$ cat src/hw/rtl/rlm_pkg.sv
// rlm_pkg: shared types and constants of the rms level meter
// no dependencies

package rlm_pkg;

    localparam int MAX_CHUNK_SAMPLES_DEF = 1024;
    localparam int QUEUE_DEPTH_DEF       = 4;

    localparam int SQRT_ROOT_W = 31;
    localparam int SQRT_RAD_W  = 2 * SQRT_ROOT_W;
    localparam int SQRT_REM_W  = SQRT_ROOT_W + 2;
    localparam int SQUARE_W    = 31;

    localparam logic [1:0] CFG_ALPHA    = 2'd0;
    localparam logic [1:0] CFG_GAIN     = 2'd1;
    localparam logic [1:0] CFG_INTERVAL = 2'd2;

    localparam logic [15:0] ALPHA_RST    = 16'd22938;
    localparam logic [15:0] GAIN_RST     = 16'd6144;
    localparam logic [15:0] INTERVAL_RST = 16'd33;
    localparam logic [15:0] LEVEL_MAX    = 16'hFFFF;

    typedef struct packed {
        logic [15:0] alpha;
        logic [15:0] gain;
        logic [15:0] interval;
    } cfg_t;

    typedef enum logic [2:0] {
        ST_IDLE,
        ST_DIV,
        ST_SQRT1,
        ST_SQRT2,
        ST_GAIN,
        ST_DIFF,
        ST_EMA,
        ST_OUT
    } back_state_t;

endpackage

$ cat src/hw/rtl/rms_level_meter_ema_top.sv
// rms_level_meter_ema_top: top level of the rms level meter with smoothing
// depends on rlm_pkg, rlm_front, rlm_queue, rlm_back

// Samples are taken one per cycle while the job queue has room; a plain sample
// yields no result. A chunk end runs through the back end's divide, two square
// root, gain, difference, smoothing and output states, paced by the
// one-bit-per-cycle divider and the shared one-bit-per-cycle square root; a
// clear goes from idle straight to output there. The job queue holds
// QUEUE_DEPTH chunk ends or clears, so samples keep flowing while the back end works.

module rms_level_meter_ema_top import rlm_pkg::*; #(
    parameter int MAX_CHUNK_SAMPLES = MAX_CHUNK_SAMPLES_DEF,
    parameter int QUEUE_DEPTH       = QUEUE_DEPTH_DEF
) (
    input  logic               aclk,
    input  logic               aresetn,
    input  logic               s_valid,
    output logic               s_ready,
    input  logic               s_action,
    input  logic signed [15:0] s_sample,
    input  logic               s_chunk_end,
    input  logic [31:0]        s_now_ms,
    output logic               m_valid,
    input  logic               m_ready,
    output logic [15:0]        m_level,
    output logic               m_notify,
    input  logic               cfg_valid,
    output logic               cfg_ready,
    input  logic [1:0]         cfg_index,
    input  logic [15:0]        cfg_data
);

    localparam int CNT_W = $clog2(MAX_CHUNK_SAMPLES + 1);
    localparam int SUM_W = CNT_W + 30;
    localparam int JOB_W = 1 + 32 + CNT_W + SUM_W;

    cfg_t cfg_reg;
    logic q_full, q_empty, q_push, q_pop;
    logic [JOB_W-1:0] q_wdata, q_rdata;

    assign cfg_ready = 1'b1;

    always_ff @(posedge aclk) begin
        if (!aresetn) begin
            cfg_reg.alpha    <= ALPHA_RST;
            cfg_reg.gain     <= GAIN_RST;
            cfg_reg.interval <= INTERVAL_RST;
        end else if (cfg_valid) begin
            unique case (cfg_index)
                CFG_ALPHA:    cfg_reg.alpha    <= cfg_data;
                CFG_GAIN:     cfg_reg.gain     <= cfg_data;
                CFG_INTERVAL: cfg_reg.interval <= cfg_data;
                default:      cfg_reg          <= cfg_reg;
            endcase
        end
    end

    rlm_front #(
        .MAX_CHUNK_SAMPLES(MAX_CHUNK_SAMPLES),
        .CNT_W(CNT_W),
        .SUM_W(SUM_W),
        .JOB_W(JOB_W)
    ) u_front (
        .aclk       (aclk),
        .aresetn    (aresetn),
        .s_valid    (s_valid),
        .s_ready    (s_ready),
        .s_action   (s_action),
        .s_sample   (s_sample),
        .s_chunk_end(s_chunk_end),
        .s_now_ms   (s_now_ms),
        .q_full     (q_full),
        .q_push     (q_push),
        .q_data     (q_wdata)
    );

    rlm_queue #(
        .DATA_W(JOB_W),
        .DEPTH (QUEUE_DEPTH)
    ) u_queue (
        .aclk   (aclk),
        .aresetn(aresetn),
        .push   (q_push),
        .wr_data(q_wdata),
        .full   (q_full),
        .pop    (q_pop),
        .empty  (q_empty),
        .rd_data(q_rdata)
    );

    rlm_back #(
        .CNT_W(CNT_W),
        .SUM_W(SUM_W),
        .JOB_W(JOB_W)
    ) u_back (
        .aclk    (aclk),
        .aresetn (aresetn),
        .cfg     (cfg_reg),
        .q_empty (q_empty),
        .q_data  (q_rdata),
        .q_pop   (q_pop),
        .m_valid (m_valid),
        .m_ready (m_ready),
        .m_level (m_level),
        .m_notify(m_notify)
    );

endmodule

$ cat src/hw/rtl/rlm_front.sv
// rlm_front: takes requests, sums squares per chunk, queues chunk and clear jobs
// depends on rlm_pkg

module rlm_front import rlm_pkg::*; #(
    parameter int MAX_CHUNK_SAMPLES = MAX_CHUNK_SAMPLES_DEF,
    parameter int CNT_W  = $clog2(MAX_CHUNK_SAMPLES + 1),
    parameter int SUM_W  = CNT_W + 30,
    parameter int JOB_W  = 1 + 32 + CNT_W + SUM_W
) (
    input  logic               aclk,
    input  logic               aresetn,
    input  logic               s_valid,
    output logic               s_ready,
    input  logic               s_action,
    input  logic signed [15:0] s_sample,
    input  logic               s_chunk_end,
    input  logic [31:0]        s_now_ms,
    input  logic               q_full,
    output logic               q_push,
    output logic [JOB_W-1:0]   q_data
);

    logic [SUM_W-1:0] sum_reg, sum_next;
    logic [CNT_W-1:0] cnt_reg, cnt_next;
    logic signed [31:0] square;
    logic accept;

    assign s_ready = !q_full;
    assign accept  = s_valid && s_ready;
    assign square  = s_sample * s_sample;

    always_comb begin
        sum_next = sum_reg;
        cnt_next = cnt_reg;
        if (cnt_reg < CNT_W'(MAX_CHUNK_SAMPLES)) begin
            sum_next = sum_reg + SUM_W'(square[SQUARE_W-1:0]);
            cnt_next = cnt_reg + 1'b1;
        end
    end

    assign q_push = accept && (s_action || s_chunk_end);
    assign q_data = {s_action, s_now_ms, cnt_next, sum_next};

    always_ff @(posedge aclk) begin
        if (!aresetn) begin
            sum_reg <= '0;
            cnt_reg <= '0;
        end else if (accept) begin
            if (s_action || s_chunk_end) begin
                sum_reg <= '0;
                cnt_reg <= '0;
            end else begin
                sum_reg <= sum_next;
                cnt_reg <= cnt_next;
            end
        end
    end

endmodule

$ cat src/hw/rtl/rlm_queue.sv
// rlm_queue: small job queue between front and back
// depends on rlm_pkg

module rlm_queue import rlm_pkg::*; #(
    parameter int DATA_W = 8,
    parameter int DEPTH  = QUEUE_DEPTH_DEF
) (
    input  logic              aclk,
    input  logic              aresetn,
    input  logic              push,
    input  logic [DATA_W-1:0] wr_data,
    output logic              full,
    input  logic              pop,
    output logic              empty,
    output logic [DATA_W-1:0] rd_data
);

    localparam int PTR_W = (DEPTH > 1) ? $clog2(DEPTH) : 1;
    localparam int CNT_W = $clog2(DEPTH + 1);

    logic [DATA_W-1:0] mem [DEPTH];
    logic [PTR_W-1:0] wr_ptr_reg, rd_ptr_reg;
    logic [CNT_W-1:0] cnt_reg;

    assign full    = cnt_reg == CNT_W'(DEPTH);
    assign empty   = cnt_reg == '0;
    assign rd_data = mem[rd_ptr_reg];

    always_ff @(posedge aclk) begin
        if (push) begin
            mem[wr_ptr_reg] <= wr_data;
        end
    end

    always_ff @(posedge aclk) begin
        if (!aresetn) begin
            wr_ptr_reg <= '0;
            rd_ptr_reg <= '0;
            cnt_reg    <= '0;
        end else begin
            if (push) begin
                wr_ptr_reg <= (wr_ptr_reg == PTR_W'(DEPTH - 1)) ? '0 : wr_ptr_reg + 1'b1;
            end
            if (pop) begin
                rd_ptr_reg <= (rd_ptr_reg == PTR_W'(DEPTH - 1)) ? '0 : rd_ptr_reg + 1'b1;
            end
            if (push && !pop) begin
                cnt_reg <= cnt_reg + 1'b1;
            end else if (pop && !push) begin
                cnt_reg <= cnt_reg - 1'b1;
            end
        end
    end

endmodule

$ cat src/hw/rtl/rlm_back.sv
// rlm_back: per-chunk divide, two square roots, gain, smoothing and notify
// depends on rlm_pkg

module rlm_back import rlm_pkg::*; #(
    parameter int CNT_W = 11,
    parameter int SUM_W = CNT_W + 30,
    parameter int JOB_W = 1 + 32 + CNT_W + SUM_W
) (
    input  logic             aclk,
    input  logic             aresetn,
    input  cfg_t             cfg,
    input  logic             q_empty,
    input  logic [JOB_W-1:0] q_data,
    output logic             q_pop,
    output logic             m_valid,
    input  logic             m_ready,
    output logic [15:0]      m_level,
    output logic             m_notify
);

    localparam int ITER_W = $clog2(SUM_W);

    back_state_t state_reg, state_next;

    logic             clr_reg;
    logic [31:0]      now_reg;
    logic [CNT_W-1:0] den_reg;
    logic [SUM_W-1:0] num_reg;
    logic [CNT_W-1:0] drem_reg;
    logic [ITER_W-1:0] iter_reg;
    logic [SQRT_RAD_W-1:0]  rad_reg;
    logic [SQRT_REM_W-1:0]  srem_reg;
    logic [SQRT_ROOT_W-1:0] root_reg;
    logic [32:0] prod_reg;
    logic        up_reg;
    logic [15:0] diff_reg;
    logic [31:0] mul_reg;
    logic [15:0] level_reg;
    logic [31:0] last_ms_reg;
    logic        m_valid_reg;
    logic [15:0] m_level_reg;
    logic        m_notify_reg;

    logic             q_clear;
    logic [31:0]      q_now;
    logic [CNT_W-1:0] q_cnt;
    logic [SUM_W-1:0] q_sum;

    logic [CNT_W:0] div_sh, div_sub;
    logic           div_ge;
    logic [SQRT_REM_W+1:0] sq_sh, sq_trial, sq_sub;
    logic                  sq_ge;
    logic [SQRT_ROOT_W-1:0] root_new;
    logic [20:0] norm_wide;
    logic [15:0] norm;
    logic [15:0] level_new;
    logic        notify_new;
    logic        out_fire;
    logic        div_last, sqrt_last;

    assign {q_clear, q_now, q_cnt, q_sum} = q_data;

    assign div_sh  = {drem_reg, num_reg[SUM_W-1]};
    assign div_ge  = div_sh >= {1'b0, den_reg};
    assign div_sub = div_sh - {1'b0, den_reg};

    assign sq_sh    = {srem_reg, rad_reg[SQRT_RAD_W-1 -: 2]};
    assign sq_trial = {2'b00, root_reg, 2'b01};
    assign sq_ge    = sq_sh >= sq_trial;
    assign sq_sub   = sq_sh - sq_trial;
    assign root_new = {root_reg[SQRT_ROOT_W-2:0], sq_ge};

    assign norm_wide = prod_reg[32:12];
    assign norm      = (norm_wide > 21'(LEVEL_MAX)) ? LEVEL_MAX : norm_wide[15:0];

    assign div_last  = iter_reg == ITER_W'(SUM_W - 1);
    assign sqrt_last = iter_reg == ITER_W'(SQRT_ROOT_W - 1);

    always_comb begin
        if (clr_reg) begin
            level_new  = '0;
            notify_new = 1'b1;
        end else begin
            level_new  = up_reg ? level_reg + mul_reg[31:16] : level_reg - mul_reg[31:16];
            notify_new = (now_reg - last_ms_reg) >= {16'd0, cfg.interval};
        end
    end

    // next state
    always_comb begin
        state_next = state_reg;
        unique case (state_reg)
            ST_IDLE: begin
                if (!q_empty) begin
                    state_next = q_clear ? ST_OUT : ST_DIV;
                end
            end
            ST_DIV: begin
                if (div_last) begin
                    state_next = ST_SQRT1;
                end
            end
            ST_SQRT1: begin
                if (sqrt_last) begin
                    state_next = ST_SQRT2;
                end
            end
            ST_SQRT2: begin
                if (sqrt_last) begin
                    state_next = ST_GAIN;
                end
            end
            ST_GAIN: state_next = ST_DIFF;
            ST_DIFF: state_next = ST_EMA;
            ST_EMA:  state_next = ST_OUT;
            ST_OUT: begin
                if (out_fire) begin
                    state_next = ST_IDLE;
                end
            end
            default: state_next = ST_IDLE;
        endcase
    end

    // outputs
    always_comb begin
        q_pop    = 1'b0;
        out_fire = 1'b0;
        unique case (state_reg)
            ST_IDLE: q_pop    = !q_empty;
            ST_OUT:  out_fire = !m_valid_reg || m_ready;
            default: begin
                q_pop    = 1'b0;
                out_fire = 1'b0;
            end
        endcase
    end

    always_ff @(posedge aclk) begin
        if (!aresetn) begin
            state_reg    <= ST_IDLE;
            m_valid_reg  <= 1'b0;
            level_reg    <= '0;
            last_ms_reg  <= '0;
        end else begin
            state_reg <= state_next;
            if (out_fire) begin
                m_valid_reg <= 1'b1;
                level_reg   <= level_new;
                if (clr_reg) begin
                    last_ms_reg <= '0;
                end else if (notify_new) begin
                    last_ms_reg <= now_reg;
                end
            end else if (m_ready) begin
                m_valid_reg <= 1'b0;
            end
        end
    end

    always_ff @(posedge aclk) begin
        unique case (state_reg)
            ST_IDLE: begin
                clr_reg  <= q_clear;
                now_reg  <= q_now;
                den_reg  <= q_cnt;
                num_reg  <= q_sum;
                drem_reg <= '0;
                iter_reg <= '0;
            end
            ST_DIV: begin
                drem_reg <= div_ge ? div_sub[CNT_W-1:0] : div_sh[CNT_W-1:0];
                num_reg  <= {num_reg[SUM_W-2:0], div_ge};
                if (div_last) begin
                    iter_reg <= '0;
                    rad_reg  <= {1'b0, num_reg[29:0], div_ge, 30'd0};
                    srem_reg <= '0;
                    root_reg <= '0;
                end else begin
                    iter_reg <= iter_reg + 1'b1;
                end
            end
            ST_SQRT1, ST_SQRT2: begin
                if (sqrt_last && state_reg == ST_SQRT1) begin
                    iter_reg <= '0;
                    rad_reg  <= {29'd0, root_new, 2'b00};
                    srem_reg <= '0;
                    root_reg <= '0;
                end else begin
                    srem_reg <= sq_ge ? sq_sub[SQRT_REM_W-1:0] : sq_sh[SQRT_REM_W-1:0];
                    root_reg <= root_new;
                    rad_reg  <= {rad_reg[SQRT_RAD_W-3:0], 2'b00};
                    iter_reg <= sqrt_last ? '0 : iter_reg + 1'b1;
                end
            end
            ST_GAIN: prod_reg <= root_reg[16:0] * cfg.gain;
            ST_DIFF: begin
                up_reg   <= norm >= level_reg;
                diff_reg <= (norm >= level_reg) ? norm - level_reg : level_reg - norm;
            end
            ST_EMA: mul_reg <= diff_reg * cfg.alpha;
            ST_OUT: begin
                if (out_fire) begin
                    m_level_reg  <= level_new;
                    m_notify_reg <= notify_new;
                end
            end
            default: begin
                iter_reg <= '0;
            end
        endcase
    end

    assign m_valid  = m_valid_reg;
    assign m_level  = m_level_reg;
    assign m_notify = m_notify_reg;

endmodule

$ cat config.mk
export PLATFORM = sky130hd
export DESIGN_NAME = rms_level_meter_ema_top
export DESIGN_NICKNAME = d
export VERILOG_FILES = /design/src/hw/rtl/rlm_pkg.sv /design/src/hw/rtl/rms_level_meter_ema_top.sv /design/src/hw/rtl/rlm_front.sv /design/src/hw/rtl/rlm_queue.sv /design/src/hw/rtl/rlm_back.sv
export SDC_FILE = /design/constraint.sdc
export NUM_CORES = 2
export LEC_CHECK = 0
export BUFFER_PORTS_ARGS = -buffer_cell sky130_fd_sc_hd__clkbuf_2
export CAP_MARGIN = 10
export CORE_ASPECT_RATIO = 1.1
export CORE_MARGIN = 2
export CORE_UTILIZATION = 45
export CTS_CLUSTER_SIZE = 20
export DETAILED_ROUTE_END_ITERATION = 10
export PLACE_DENSITY = 0.67
export SLEW_MARGIN = 20
export SYNTH_ARGS = -nofsm -noshare
export SYNTH_HDL_FRONTEND = slang
export SYNTH_HIERARCHICAL = 1
export SYNTH_SLANG_ARGS = --single-unit
$ cat constraint.sdc
create_clock -name aclk -period 9.91 [get_ports aclk]
set_input_delay 0.4955 -clock aclk [delete_from_list [all_inputs] [get_ports aclk]]
set_output_delay 0.4955 -clock aclk [all_outputs]
set_load 0.03 [all_outputs]
-- After elaboration in Yosys (flattened, before gate mapping)
Memories as Yosys holds them, arrays and structs flattened. A register that Yosys moved wholly into a read port is not among the register bits.
Cells that the tools add are included.
- $add $sub $neg: 14
- $mul: 3
- divide/modulo/power cells: 0
- magnitude comparators: 6
- equality and inequality tests: 19
- shift-type cells: 0
- mux-type cells: 47
- bitwise operators: 0
- reduce and logical (&&, ||, !) cells: 29
- operators with widths (operator ; number):
    $mux W62 ; 2
    $pmux W62 S2 ; 1
    $mux W33 ; 3
    $mux W41 ; 2
    $pmux W41 S2 ; 1
    $pmux W33 S2 ; 1
    $mux W16 ; 4
    $mux W32 ; 2
    $mux W31 ; 2
    $pmux W31 S2 ; 1
    $sub A16 B16 Y16 ; 3
    $add A41 B31 Y41 ; 1
    $ge A35 B33 Y1 ; 1
    $mul A17 B16 Y33 ; 1
    $mux W11 ; 3
    $sub A33 B33 Y33 ; 1
    $ge A32 B16 Y1 ; 1
    $mul A16 B16 Y32 ; 1
    $sub A32 B32 Y32 ; 1
    $mul A16 B16 Y31 ; 1
    $mux W3 ; 8
    $pmux W3 S8 ; 1
    $pmux W11 S2 ; 1
    $gt A21 B16 Y1 const B ; 1
    33 further kinds ; 74
- register bits after elaboration: 486
- bits in latches: 0
- bits in writable memories: 340
- memory bits (read-only): 0
- input port bits: 73
- output and inout port bits: 20
- word-level logic and storage cells: 146
- memories: 1
- memories (name ; depth ; bits a word ; read ports ; clocked after memory_dff ; write ports ; RTL line ; RTL):
    u_queue.mem ; 4 ; 85 ; 1 ; 1 ; 1 ; rlm_queue.sv:21 ; logic [DATA_W-1:0] mem [DEPTH];

-- Logic depth before layout (Yosys ltp)
- depth in word-level cells: 8
- mapped depth: 35
- gate-level depth less buffers: 34

-- By module
Netlist, hierarchy kept.
- by module, submodules not included (module ; times used ; cells each ; area each (sq um) ; seq. area each (sq um)):
    rlm_back ; 1 ; 3871 ; 36243.5 ; 9959.6
    rlm_front ; 1 ; 1572 ; 13449.1 ; 1041.0
    rlm_queue ; 1 ; 488 ; 12777.3 ; 10390.0
    rms_level_meter_ema_top ; 1 ; 193 ; 1956.9 ; 960.9

-- Worst setup path before layout
Ideal clock, no wire load.
- path type: input to register
- from: input port s_sample[1]
- to: memory u_queue/mem[0][39] (netlist name) (data pin)
- library setup time: 0.273 ns
- arrival time: 8.037 ns
- data required time: 9.637 ns
- setup slack: 1.600 ns
- cell stages on the path: 29
- cell sequence: clkbuf_1 -> clkbuf_1 -> nand2_1 -> fa_1 -> fa_1 -> fa_1 -> inv_1 -> fa_1 -> fa_1 -> inv_1 -> fa_1 -> inv_1 -> ha_1 -> and3_1 -> a221o_1 -> a221o_1 -> a211o_1 -> a21o_1 -> a21oi_1 -> o21ai_0 -> xor2_1 -> ha_1 -> and3_1 -> and3_2 -> nand2_1 -> o311a_4 -> o31ai_4 -> nand3_2 -> xnor2_1
- word-level cells in the longest chain between the ends: 3
- ends and longest elaborated chain (element ; RTL line ; RTL):
    start: declaration ; rms_level_meter_ema_top.sv:20 ; input logic signed [15:0] s_sample,
    $mul A16 B16 Y31 ; rlm_front.sv:30 ; assign square = s_sample * s_sample;
    $add A41 B31 Y41 ; rlm_front.sv:36 ; sum_next = sum_reg + SUM_W'(square[SQUARE_W-1:0]);
    $mux W41 ; rlm_front.sv:35 ; if (cnt_reg < CNT_W'(MAX_CHUNK_SAMPLES)) begin
    net q_wdata[39] ; rms_level_meter_ema_top.sv:39 ; logic [JOB_W-1:0] q_wdata, q_rdata;
    end: declaration ; rlm_queue.sv:21 ;
The timed path passes the listed nets, and every way through them passes these cells.

-- Worst setup path in the final report
- from: input port s_sample[2]
- to: memory u_queue/mem[3][36] (netlist name) (data pin)
The elaborated chain is that of the path after synthesis.

==> summary.md <==
| Metric | Value |
|---|---|
| Sequential cell area fraction in the yosys report | a little over a third |
| Largest net degree at the start of global routing | 70 |
| Hold Violations, Final | 0 |
| Final count of negative-setup-slack endpoints | 0 |
| Die H | 401 um |
| I/O pin total | 93 |
| Global Route Usage Sum | 20.1% |
| Max FFs per register | 340 |
| Setup Skew | slightly below 0.06 ns |
| WHS Path Cells | 1 |
| Ys async rst share | 0% |
| Cell area after synthesis | roughly 0.064 mm^2 |
| Worst reg2reg startpoint | u_back/diff_reg[7]$_DFFE_PP_ |
| Worst Tran Pin Value | 1.08 ns |
| WHS Endpoint | u_queue/mem[1][81]$_DFFE_PP_ |
| Clock Latency Late Sink | 0.69 ns |
| Synth warnings | 6 |
| Antenna-violating nets left | 0 |
| Number of global-route vias before repair | 44300 |
| Via count of the routed design | 42800 |
| CP Launch Type | input pin |
| Fmax | 0.116 GHz |
| Number of port buffers | 91 |
| Post-Synthesis Cells | about 6000 |
| Gr ovfl total | 0 |
| Hold Path Origin | s_now_ms[29] |
| Routed len/inst | 18.0 um |
| Slew margin rel. | 28.0% |
| TritonRoute pass-1 iters | 6 |
| H-tree levels | 3 |
| Worst path most repeated cell | fa_1 |
| Resize count post-CTS | 0 |
| Die ar. | ~0.15 mm^2 |
| Num CTS Buffers | 86 |
| CP Class | in2reg |
| HP Class | in2reg |
| Gp weighted congestion | approximately 0.88 |
| Cell count of the worst reg-to-reg path | 23 |
| Critical path arrival | 9.13 ns |
| R2R setup slack | between 2 and 2.5 ns |
| Number of enable flip-flop cells after synthesis | 637 |
| Post-DP HPWL | 106000 um |
| Setup repair after global routing missed its margin | false |
| Most frequent cells in the layout | inv_1, nand2_1, edfxtp_1 |
| Post-synthesis xor/xnor area fraction | 3.06% |
| CTS Hold Buffers Added | 15 |
| Run status | completed |
| Initial cell density of the core | between 40% and 50% |
| Synth Area in Compound Gates | 8.06% |
| Postcts setup bufs | 0 |
| First-pass GRT wire length | 236000 um |
| Max stage delay on crit path | slightly above 0.5 ns |
| Fin crit share | 87.2% |
| Vias/cell | 5.30 |
| Setup TNS | 0 ns |
| Final #Nets | 7264 |
| Die width | 365 um |
| Syn_area_per_cell | roughly 11 um^2 |
| Max-cap violations | 0 |
| Max Root-Sink Buffers | 3 |
| Seq cells post-synth | around 800 |
| Min Tclk post-route | 8.64 ns |
| Top FF cell, synth | edfxtp_1 |
| Commonest non-fill, non-tap cell in the layout | inv_1 |
| Post-synthesis mux area share | 4.48% |
| Critical path endpoint category | flop |
| Maximum fanout along the worst path | 15 |
| Fraction of layout cells with a size suffix above 1 | 6.92% |
| CP required | 10.40 ns |
| RR Endpoint | u_back/mul_reg[31]$_DFFE_PP_ |
| Clk slew on worst S/H paths | 0.06 ns |
| Core area | around 0.14 mm^2 |
| DRT iter0 DRCs | roughly 2800 |
| Mapped Nets | approximately 7300 |
| CTS root buf | clkbuf_16 |
| CTS tree | built |
| Largest family of logic cells by synthesized area | adder cells |
| Post-synthesis adder-cell area fraction | 28.9% |
| Clk sinks | 798 |
| Synth cell types | between 90 and 100 |
| Routed WL | 145000 um |
| Synth Area in Simple Gates | 12.8% |
| Antenna violations before repair | 3 |
| Residual DRC count | 0 |
| Area Overhead vs Synth | 7.60% |
| Rows | between 100 and 150 |
| Final Max Slew Viols | 0 |
| Critical path's slowest cell | fa_1 |
-- per-stage QoR --
| step | cells | utilization [%] | instance area (um^2) | hold slack, ns | setup WS (ns) |
|---|---|---|---|---|---|
| floorplan | 6124 | - | 64400 | 0.434 | 1.60 |
| global placement | 7890 | 46.6 | 66300 | 0.453 | 0.824 |
| detailed placement | 7890 | 46.6 | 66300 | 0.455 | 0.680 |
| CTS | 8065 | 48.8 | 69300 | 0.000453 | 1.38 |
| global route | 8066 | 48.8 | 69300 | 0.0170 | 0.794 |
| finish | 8067 | 48.8 | 69300 | 0.0339 | 1.27 |
-- worst max path at each step --
stage	depth (start not counted)	slack [ns]	start	to
final	32	1.27	s_sample[2]	u_queue/mem[3][36]$_DFFE_PP_
after global routing	33	0.79	s_sample[5]	u_queue/mem[3][36]$_DFFE_PP_
after CTS	33	1.38	s_sample[5]	u_queue/mem[3][36]$_DFFE_PP_
after detailed placement	33	0.68	s_sample[5]	u_queue/mem[3][36]$_DFFE_PP_
after global placement	33	0.82	s_sample[5]	u_queue/mem[2][36]$_DFFE_PP_
after floorplan	29	1.60	s_sample[1]	u_queue/mem[0][39]$_DFFE_PP_
-- kinds of logic after synthesis --
| group | after synthesis |
|---|---|
| compound gates | 790 |
| fa+ha+maj | 1109 |
| mux | 180 |
| simple gates | 1748 |
| buf+inv | 1273 |
| flops | 798 |
| xor+xnor | 225 |
| other cells | 1 |
-- cells in the mapped netlist, drive strengths merged (7+ instances only) --
library cell    n  share of area (%)
or3            29               0.28
a21o           86                1.0
and2          292                2.8
nand3          53               0.42
a21boi         23               0.27
nor2b          72               0.70
a22o           35               0.48
and3           25               0.25
nor4           11               0.11
a211oi         25               0.29
a21oi         213                1.7
o21ai         167                1.3
nand3b          7               0.12
dfxtp         161                5.0
nand2         832                4.9
mux2i          76                1.2
inv           997                5.8
a221o           7               0.11
o21a           28               0.33
nand4          30               0.31
nand2b         29               0.28
o211ai         17               0.21
o31ai          16               0.22
xnor2         136                1.8
a22oi          29               0.34
buf            79                1.0
a31o           13               0.19
a31oi          28               0.28
o21bai         32               0.37
a2111oi         9               0.12
o41ai           7              0.095
fa            632                 20
clkbuf        195                1.2
nor3b           7              0.089
xor2           89                1.2
mux2           19               0.33
ha            477                9.3
nor2          262                1.5
edfxtp        637                 30
nor3           60               0.47
mux4           85                3.0
-- layer usage --
| metal | vias to the layer above | track usage [%] | wire (um) |
|---|---|---|---|
| li1 | 20100 | - | - |
| met1 | 21500 | 26.6 | 62000 |
| met2 | 953 | 34.4 | 72700 |
| met3 | 230 | 2.30 | 6140 |
| met4 | 4 | 6.40 | 4290 |
| met5 | - | 0 | 28 |
-- worst max-delay path: cells and delay by family --
kind	cells	cell delay, ns
adder cells (fa/ha/maj)	8	3.50
AO/OA/AOI/OAI	12	2.85
AND/OR/NAND/NOR	5	1.13
XOR/XNOR	1	0.28
buffers and inverters	6	0.83
-- layout make-up --
class	count	area, um^2
Fill cell	12800	72700
Tap cell	1911	2390
Timing Repair Buffer	145	901
Clock buffer	127	2430
Inverter	998	3750
Clock inverter	33	474
Multi-Input combinational cell	4053	37000
Sequential cell	798	22400
Antenna cell	2	5.00
Power is not shown: default switching activity piles up to over one toggle a cycle in this logic, so the estimate is an artifact.
